===== config.mk =====
export PLATFORM = sky130hd
export DESIGN_NAME = bencode_value_skipper_top
export DESIGN_NICKNAME = d
export VERILOG_FILES = /design/src/rtl/bvs_pkg.sv /design/src/rtl/bvs_step.sv /design/src/rtl/bencode_value_skipper_top.sv
export SDC_FILE = /design/constraint.sdc
export NUM_CORES = 1
export LEC_CHECK = 0
export BUFFER_PORTS_ARGS = -buffer_cell sky130_fd_sc_hd__buf_2
export CORE_MARGIN = 2
export CORE_UTILIZATION = 69
export CTS_BUF_LIST = sky130_fd_sc_hd__clkbuf_8 sky130_fd_sc_hd__clkbuf_16
export CTS_CLUSTER_SIZE = 20
export DETAILED_ROUTE_END_ITERATION = 8
export HOLD_SLACK_MARGIN = 0.15
export PLACE_DENSITY_LB_ADDON = 0.05
export SLEW_MARGIN = 30
export SYNTH_ARGS = -nofsm -noshare
export SYNTH_HDL_FRONTEND = slang
export SYNTH_SLANG_ARGS = --single-unit

===== constraint.sdc =====
create_clock -name i_clk -period 10.4 [get_ports i_clk]
set_input_delay 2.08 -clock i_clk [delete_from_list [all_inputs] [get_ports i_clk]]
set_output_delay 2.08 -clock i_clk [all_outputs]
set_load 0.01 [all_outputs]

===== src/rtl/bvs_pkg.sv =====
// Shared types, codes and constants of the bencode value skipper.
package bvs_pkg;

    localparam int MAX_DEPTH = 32;
    localparam int LEN_WIDTH = 32;
    localparam int DEPTH_W   = $clog2(MAX_DEPTH + 1);
    localparam int NEST_W    = 6;
    localparam int BYTE_W    = 8;

    localparam logic [BYTE_W-1:0] CHR_ZERO = 8'h30;
    localparam logic [BYTE_W-1:0] CHR_NINE = 8'h39;
    localparam logic [BYTE_W-1:0] CHR_E    = 8'h65;
    localparam logic [BYTE_W-1:0] CHR_I    = 8'h69;
    localparam logic [BYTE_W-1:0] CHR_L    = 8'h6c;
    localparam logic [BYTE_W-1:0] CHR_NUL  = 8'h00;

    localparam logic [LEN_WIDTH-1:0] LEN_MAX = {LEN_WIDTH{1'b1}};

    typedef enum logic [4:0] {
        MODE_IDLE = 5'b00001,
        MODE_ITEM = 5'b00010,
        MODE_LEN  = 5'b00100,
        MODE_STR  = 5'b01000,
        MODE_INT  = 5'b10000
    } t_mode;

    typedef enum logic [2:0] {
        ROLE_OPENER = 3'd0,
        ROLE_DIGIT  = 3'd1,
        ROLE_SEP    = 3'd2,
        ROLE_STRING = 3'd3,
        ROLE_INT    = 3'd4,
        ROLE_CLOSER = 3'd5,
        ROLE_TERM   = 3'd6
    } t_role;

    typedef enum logic [1:0] {
        ERR_NONE      = 2'd0,
        ERR_DEPTH     = 2'd1,
        ERR_LENGTH    = 2'd2,
        ERR_NUL_INT   = 2'd3
    } t_err;

    typedef struct packed {
        t_mode                mode;
        logic [DEPTH_W-1:0]   depth;
        logic [LEN_WIDTH-1:0] accum;
        logic [LEN_WIDTH-1:0] left;
    } t_state;

    typedef struct packed {
        logic              done;
        t_role             role;
        logic [NEST_W-1:0] nest;
        t_err              err;
    } t_result;

endpackage


===== src/rtl/bvs_step.sv =====
// Per-byte parser step: next parser state and the result for one byte.
module bvs_step (
    input  bvs_pkg::t_state            i_state,
    input  logic [bvs_pkg::BYTE_W-1:0] i_data_byte,
    output bvs_pkg::t_state            o_state,
    output bvs_pkg::t_result           o_result
);
    import bvs_pkg::*;

    logic                 is_dec;
    logic [3:0]           digit;
    logic [LEN_WIDTH+3:0] acc_ext;
    logic [LEN_WIDTH+3:0] acc_next;
    logic                 len_ovf;
    logic [LEN_WIDTH-1:0] left_dec;
    t_state               nxt;
    logic                 done;
    t_role                role;
    t_err                 err;

    assign is_dec   = i_data_byte inside {[CHR_ZERO:CHR_NINE]};
    assign digit    = 4'(i_data_byte - CHR_ZERO);
    assign acc_ext  = (LEN_WIDTH+4)'(i_state.accum);
    // Ten times the accumulator plus the digit, built from two shifts.
    assign acc_next = (acc_ext << 3) + (acc_ext << 1) + (LEN_WIDTH+4)'(digit);
    assign len_ovf  = |acc_next[LEN_WIDTH+3:LEN_WIDTH];
    assign left_dec = (i_state.left != '0) ? i_state.left - 1'b1 : i_state.left;

    always_comb begin
        nxt  = i_state;
        done = 1'b0;
        role = ROLE_OPENER;
        err  = ERR_NONE;
        case (i_state.mode)
            MODE_IDLE: begin
                nxt.depth = DEPTH_W'(1);
                nxt.mode  = MODE_ITEM;
            end
            MODE_LEN: begin
                if (is_dec) begin
                    role = ROLE_DIGIT;
                    if (len_ovf) begin
                        nxt.accum = LEN_MAX;
                        err       = ERR_LENGTH;
                    end else begin
                        nxt.accum = acc_next[LEN_WIDTH-1:0];
                    end
                end else begin
                    role      = ROLE_SEP;
                    nxt.left  = i_state.accum;
                    nxt.accum = '0;
                    nxt.mode  = (i_state.accum == '0) ? MODE_ITEM : MODE_STR;
                end
            end
            MODE_STR: begin
                role     = ROLE_STRING;
                nxt.left = left_dec;
                if (left_dec == '0) begin
                    nxt.mode = MODE_ITEM;
                end
            end
            MODE_INT: begin
                if (i_data_byte == CHR_NUL) begin
                    role      = ROLE_TERM;
                    err       = ERR_NUL_INT;
                    done      = 1'b1;
                    nxt.depth = '0;
                    nxt.mode  = MODE_IDLE;
                end else begin
                    role = ROLE_INT;
                    if (i_data_byte == CHR_E) begin
                        nxt.mode = MODE_ITEM;
                    end
                end
            end
            default: begin
                // Item position; an unused mode code behaves the same way.
                nxt.mode = MODE_ITEM;
                if (is_dec) begin
                    role      = ROLE_DIGIT;
                    nxt.accum = LEN_WIDTH'(digit);
                    nxt.mode  = MODE_LEN;
                end else if (i_data_byte == CHR_I) begin
                    role     = ROLE_INT;
                    nxt.mode = MODE_INT;
                end else if (i_data_byte == CHR_E) begin
                    role = ROLE_CLOSER;
                    if (i_state.depth <= DEPTH_W'(1)) begin
                        nxt.depth = '0;
                        done      = 1'b1;
                        nxt.mode  = MODE_IDLE;
                    end else begin
                        nxt.depth = i_state.depth - 1'b1;
                    end
                end else if (i_data_byte == CHR_NUL) begin
                    role      = ROLE_TERM;
                    done      = 1'b1;
                    nxt.depth = '0;
                    nxt.mode  = MODE_IDLE;
                end else begin
                    // Any other byte, 'l' and 'd' among them, opens a container.
                    role = ROLE_OPENER;
                    if (i_state.depth >= DEPTH_W'(MAX_DEPTH)) begin
                        err = ERR_DEPTH;
                    end else begin
                        nxt.depth = i_state.depth + 1'b1;
                    end
                end
            end
        endcase
    end

    assign o_state         = nxt;
    assign o_result.done   = done;
    assign o_result.role   = role;
    assign o_result.nest   = NEST_W'(nxt.depth);
    assign o_result.err    = err;

endmodule


===== src/rtl/bencode_value_skipper_top.sv =====
// Top level of the bencode value skipper: input register, step logic, result register.
// A byte waits in the input register until the result register can take its result.
// Throughput: one byte per cycle; o_ready is low only while both stages are full and
// i_ready is low.
// Reset (i_rst_n low, synchronous): parser idle awaiting a top-level opener,
// depth, length and countdown cleared, both pipeline stages empty.
module bencode_value_skipper_top (
    input  logic                       i_clk,
    input  logic                       i_rst_n,
    input  logic                       i_valid,
    output logic                       o_ready,
    input  logic [bvs_pkg::BYTE_W-1:0] i_data_byte,
    output logic                       o_valid,
    input  logic                       i_ready,
    output logic                       o_value_done,
    output logic [2:0]                 o_byte_role,
    output logic [bvs_pkg::NEST_W-1:0] o_nest_depth,
    output logic [1:0]                 o_error_code
);
    import bvs_pkg::*;

    logic              r_in_valid;
    logic [BYTE_W-1:0] r_in_byte;
    t_state            r_state;
    t_state            n_state;
    logic              r_out_valid;
    t_result           r_result;
    t_result           n_result;
    logic              advance;

    bvs_step u_step (
        .i_state     (r_state),
        .i_data_byte (r_in_byte),
        .o_state     (n_state),
        .o_result    (n_result)
    );

    // The buffered byte moves on when the result register is empty or being drained.
    assign advance = r_in_valid && (!r_out_valid || i_ready);
    assign o_ready = !r_in_valid || advance;

    always_ff @(posedge i_clk) begin
        if (!i_rst_n) begin
            r_in_valid  <= 1'b0;
            r_out_valid <= 1'b0;
            r_state     <= '{mode: MODE_IDLE, depth: '0, accum: '0, left: '0};
        end else begin
            if (o_ready) begin
                r_in_valid <= i_valid;
            end
            if (advance) begin
                r_state     <= n_state;
                r_out_valid <= 1'b1;
            end else if (i_ready) begin
                r_out_valid <= 1'b0;
            end
        end
    end

    always_ff @(posedge i_clk) begin
        if (o_ready && i_valid) begin
            r_in_byte <= i_data_byte;
        end
        if (advance) begin
            r_result <= n_result;
        end
    end

    assign o_valid      = r_out_valid;
    assign o_value_done = r_result.done;
    assign o_byte_role  = r_result.role;
    assign o_nest_depth = r_result.nest;
    assign o_error_code = r_result.err;

endmodule


* After elaboration in Yosys (flattened, before gate mapping)
Cells that the tools add are included.
Storage, ports and cells: bits in registers 97, bits of input ports 12, output and inout bits 14, logic and storage cells 102
Operators by class: add/sub/neg operators 6, $lt $le $gt $ge 4, eq/ne operators 9, mux-type cells 49, bitwise operators 1, reduce and logical (&&, ||, !) cells 22
Operators by type and width (number):
- 2-to-1 mux 32 bit | 5
- case mux 32 bit (2 select lines) | 2
- logical NOT 32 bit | 2
- adder 35 x 33 -> 36 bit | 1
- adder 36 x 4 -> 36 bit | 1
- 2-to-1 mux 6 bit | 6
- nonzero test 32 bit | 1
- subtractor 32 x 1 -> 32 bit, second input constant | 1
- 2-to-1 mux 5 bit | 6
- 2-to-1 mux 2 bit | 10
- case mux 5 bit (4 select lines) | 1
- case mux 6 bit (3 select lines) | 1
- == test 8 x 7 -> 1 bit, second input constant | 2
- 2-to-1 mux 3 bit | 4
- case mux 3 bit (4 select lines) | 1
- 2-to-1 mux 11 bit | 1
- 2-to-1 mux 1 bit | 9
- greater-or-equal comparator 8 x 6 -> 1 bit, second input constant | 1
- <= comparator 8 x 6 -> 1 bit, second input constant | 1
- logical NOT 8 bit | 1
- adder 6 x 1 -> 6 bit, second input constant | 1
- greater-or-equal comparator 6 bit, second input constant | 1
- <= comparator 6 x 1 -> 1 bit, second input constant | 1
- case mux 2 bit (3 select lines) | 1
- 21 further kinds | 30

* Longest topological paths before layout
word-level depth 7, gate-level depth with buffers 15

* Hierarchy
Synthesis repeated with hierarchy kept, for this count alone.
Second synthesis, totals: cells, all modules 1083, area total of the unflattened synthesis 8569.5 um^2
Modules (own cells, without submodules):
- bvs_step | instances 1, cells each 728, area each 4877.2 um^2, sequential area each 0.0 um^2
- bencode_value_skipper_top | instances 1, cells each 355, area each 3692.3 um^2, sequential area each 2142.1 um^2

* Worst setup path after synthesis
Ideal clock, no wire load.
path type input -> output, from input i_ready, to output o_ready, arrival 2.396 ns, data required time 8.320 ns, setup slack 5.924 ns, stages 2, buffers on the path 0, cell sequence nor2b_1 > nand2_1
On the way: longest elaborated chain between the ends 3
Ends and longest elaborated chain:
- start: declaration | line bencode_value_skipper_top.sv:14 | input logic i_ready,
- logical OR 1 bit | line bencode_value_skipper_top.sv:39 | assign advance = r_in_valid && (!r_out_valid || i_ready);
- logical AND 1 bit | line bencode_value_skipper_top.sv:39
- logical OR 1 bit | line bencode_value_skipper_top.sv:40 | assign o_ready = !r_in_valid || advance;
- end: declaration | line bencode_value_skipper_top.sv:11 | output logic o_ready,
Every way passes these cells.

* Worst setup path in the final report
Same ends and word-level chain as after synthesis.

==> flow_metrics.py <==
metrics = {
    "yosys": {
        "async_reset_ff_frac": 0,
        "yosys_warnings": 0,
        "ys_seq_area_frac": 0.270,
        "avgSynthCellArea_sq_um": 7.84,
        "ys_ff_latch": 97,
        "syn-num-nets": 1095,
        "yosysUniqueCellTypes": 76,
        "synth_edf_count": 20,
        "synthFlopType": "dfxtp_1",
        "netlist_area_sq_um": 7930,
        "syn-instance-count": 1012,
    },
    "cts": {
        "root_buffer": "clkbuf_16",
        "cts_tree": "built",
        "cts_buffer_depth": 2,
        "hold_buffers": 0,
        "cts_htree_levels": 3,
        "cts_resized": 0,
        "cts.clk_slew.worst_paths_ns": 0.07,
        "cts_buffers": 9,
        "cts_setup_buffers": 0,
        "clk_latency_ns": 0.35,
        "clock_sinks": 97,
    },
    "setup_path": {
        "critPathMaxStageDelay_ns": 0.25,
        "r2r-start": "r_in_byte[3]$_DFFE_PP_",
        "crit_path_start_kind": "input port",
        "crit_path_max_fanout": 4,
        "crit_arrival_ns": 2.72,
        "slowest_stage": "nor2b_1",
        "path_cells": "buf_2, nor2b_1, nand2_1, buf_2",
        "r2r_cells": 13,
        "worstPathRequired_ns": 8.32,
        "cpLargestDelayFamily": "simple AND/OR/NAND/NOR gates",
        "cp.depth": 4,
        "crit_buf_inv": 2,
        "setup.worst_path.start": "i_ready",
        "path_class": "in -> out",
        "cpMostUsedCell": "buf_2",
        "end_kind": "primary output",
    },
    "placement": {
        "port_buffers": 25,
        "routabilityCongestion": 0.976,
        "place_hpwl_um": 16500,
        "dp_cells": 1129,
        "post_dp_cell_area_sq_um": 8090,
    },
    "grt": {
        "grtUsageMet3": 0.0623,
        "grt_max_degree": 54,
        "gr-total-overflow": 0,
        "antenna_found_initial": 0,
        "grt_use_total": 0.363,
        "grt_pass1_wl_um": 37400,
        "use_met1": 0.471,
        "grt_use_met2": 0.591,
        "top_usage_layer": "met2",
        "first_global_vias": 7740,
    },
    "cells_and_area": {
        "antenna_cells": 0,
        "final_cells": 1145,
        "area_delta_synth_final_pct": 5.49,
        "register_area_sq_um": 2140,
        "nets": 1080,
        "multiInputGateArea_sq_um": 5480,
        "n_fill_cell": 864,
        "final_layout_size_suffix_gt1_frac": 0.0778,
        "fin_area_sq_um": 8370,
    },
    "pwr": {
        "swShare": 0.250,
        "peakVddDrop_uv": 100,
        "pwr_density_cell_nw_per_um2": 91.2,
        "p_int_uw": 573,
        "pwr-share-seq": 0.519,
        "clock_power_share": 0.416,
        "power_uw": 763,
        "p_sw_uw": 191,
        "comb_power_share": 0.065,
        "power.leakage_uw": 0.00361,
    },
    "floorplanning": {
        "core_area_sq_um": 11300,
        "rows": 39,
        "io_pins": 26,
        "die_y_um": 111,
        "design.die.area_sq_um": 12400,
        "initial_core_util": 0.701,
        "die_x_um": 111,
    },
    "hold_path": {
        "hold_depth": 1,
        "hp-start": "r_in_valid$_SDFFE_PN0N_",
        "hp-class": "reg -> reg",
    },
    "run_status": {
        "status": "complete, no violations",
    },
    "sta": {
        "fmaxAchievable_mhz": 208,
        "final.min_clock_period_ns": 4.80,
        "hold_violations": 0,
        "rsz0062_at_grt": "false",
        "drv_slew": 0,
        "tightestPinTransition_ns": 0.898,
        "slew_headroom": 0.393,
        "fin_tns_setup_ns": 0,
        "setup_viol_count_final": 0,
        "period_share": 0.461,
        "fin_hold_ws_ns": 0.526,
        "finClkSkew_ns": 0.00938,
    },
    "route": {
        "wire_per_inst_um": 19.8,
        "drt-total-wl_um": 22700,
        "dr.pass1.iters": 6,
        "drtIter0Drc": 1035,
        "drc": 0,
        "dr_total_vias": 8156,
        "detail-route-antenna-nets": 0,
        "via_per_inst": 7.12,
    },
    "job": {
        "maxCapViolations": 0,
    },
}
-- power groups by stage --
stage | clock, uW | sequential (uW) | combinational [uW]
after floorplan | 0 | 404 | 34.0
after global placement | 0 | 404 | 44.9
after detailed placement | 0 | 405 | 47.8
after CTS | 316 | 396 | 48.5
after global routing | 331 | 397 | 54.2
final | 317 | 396 | 49.5
-- registers in the layout (all words and copies together) (netlist names) --
signal,flops
o_byte_role,3
o_error_code,2
o_nest_depth,6
o_valid,1
o_value_done,1
r_in_byte,8
r_in_valid,1
r_state,75
-- area by class of cell --
class,count,share of cell area
flip-flops and latches,97,0.256
multi-input cells,831,0.655
clock buffers,9,0.0269
well taps,143,0.0214
clock inverters,7,0.00628
repair buffers,35,0.0239
inverters,23,0.0103
-- through the flow --
step	util	setup slack [ns]
floorplan	-	5.92
global placement	0.714	5.67
detailed placement	0.715	5.60
CTS	0.739	5.60
global route	0.739	5.53
finish	0.739	5.60
-- cells in the final DEF (no fill, tap or decap), types with 24 or more instances in the layout --
cell type,count
nor2b_1,26
nand3_1,47
nand2_1,94
inv_1,24
a21oi_1,77
nor2_1,91
o21ai_0,76
ha_1,69
dfxtp_1,77
nor3_1,29
a22o_1,29
buf_2,25
-- worst register-to-register path, cell delays in order, from the launching register on --
cell and delay, ns:
edfxtp_1 0.49, fa_1 0.61, inv_1 0.07, fa_1 0.45, nor2b_1 0.18, o31a_1 0.21, o21ai_0 0.13, a21o_1 0.24
and3_1 0.23, or4_1 0.48, o2111a_1 0.14, buf_4 0.23, a21boi_0 0.37, a221o_1 0.17
-- cell families (layout without fill, tap and decap cells) --
group | count (synthesis) | after routing | synth area share
flops | 97 | 97 | 0.270
fa+ha+maj | 71 | 71 | 0.114
xor+xnor | 30 | 30 | 0.0331
compound gates | 320 | 320 | 0.272
mux | 6 | 6 | 0.00757
simple gates | 404 | 404 | 0.262
buf+inv | 84 | 74 | 0.0410
-- synthesized netlist by cell type (all sizes together) (11+ instances only) --
| cell type | count | area share |
|---|---|---|
| nor3 | 30 | 0.020 |
| xnor2 | 18 | 0.020 |
| nor2b | 27 | 0.021 |
| a31oi | 11 | 0.0087 |
| o21ai | 77 | 0.049 |
| or3 | 11 | 0.0087 |
| a22o | 29 | 0.032 |
| and3 | 11 | 0.0087 |
| a21oi | 78 | 0.049 |
| edfxtp | 20 | 0.076 |
| ha | 69 | 0.11 |
| dfxtp | 77 | 0.19 |
| and2 | 12 | 0.0095 |
| xor2 | 12 | 0.013 |
| clkbuf | 54 | 0.026 |
| nand3 | 48 | 0.031 |
| inv | 23 | 0.011 |
| nand4 | 18 | 0.014 |
| nand2 | 94 | 0.044 |
| nor4 | 19 | 0.019 |
| nor2 | 91 | 0.043 |
-- per-layer routing --
| layer | vias to the layer above | wire (um) |
|---|---|---|
| li1 | 3783 | - |
| met1 | 3827 | 9390 |
| met2 | 453 | 10600 |
| met3 | 93 | 1790 |
| met4 | 0 | 907 |
| met5 | - | 0 |
-- path summary, 6_finish.rpt --
path	endpoint	slack, ns
max	o_ready	5.60
min	o_valid$_SDFFE_PN0P_	0.53
max reg2reg	r_state[59]$_SDFFE_PN0P_	6.34
min reg2reg	o_valid$_SDFFE_PN0P_	0.53
No activity file was read; power rests on OpenSTA's default activity.
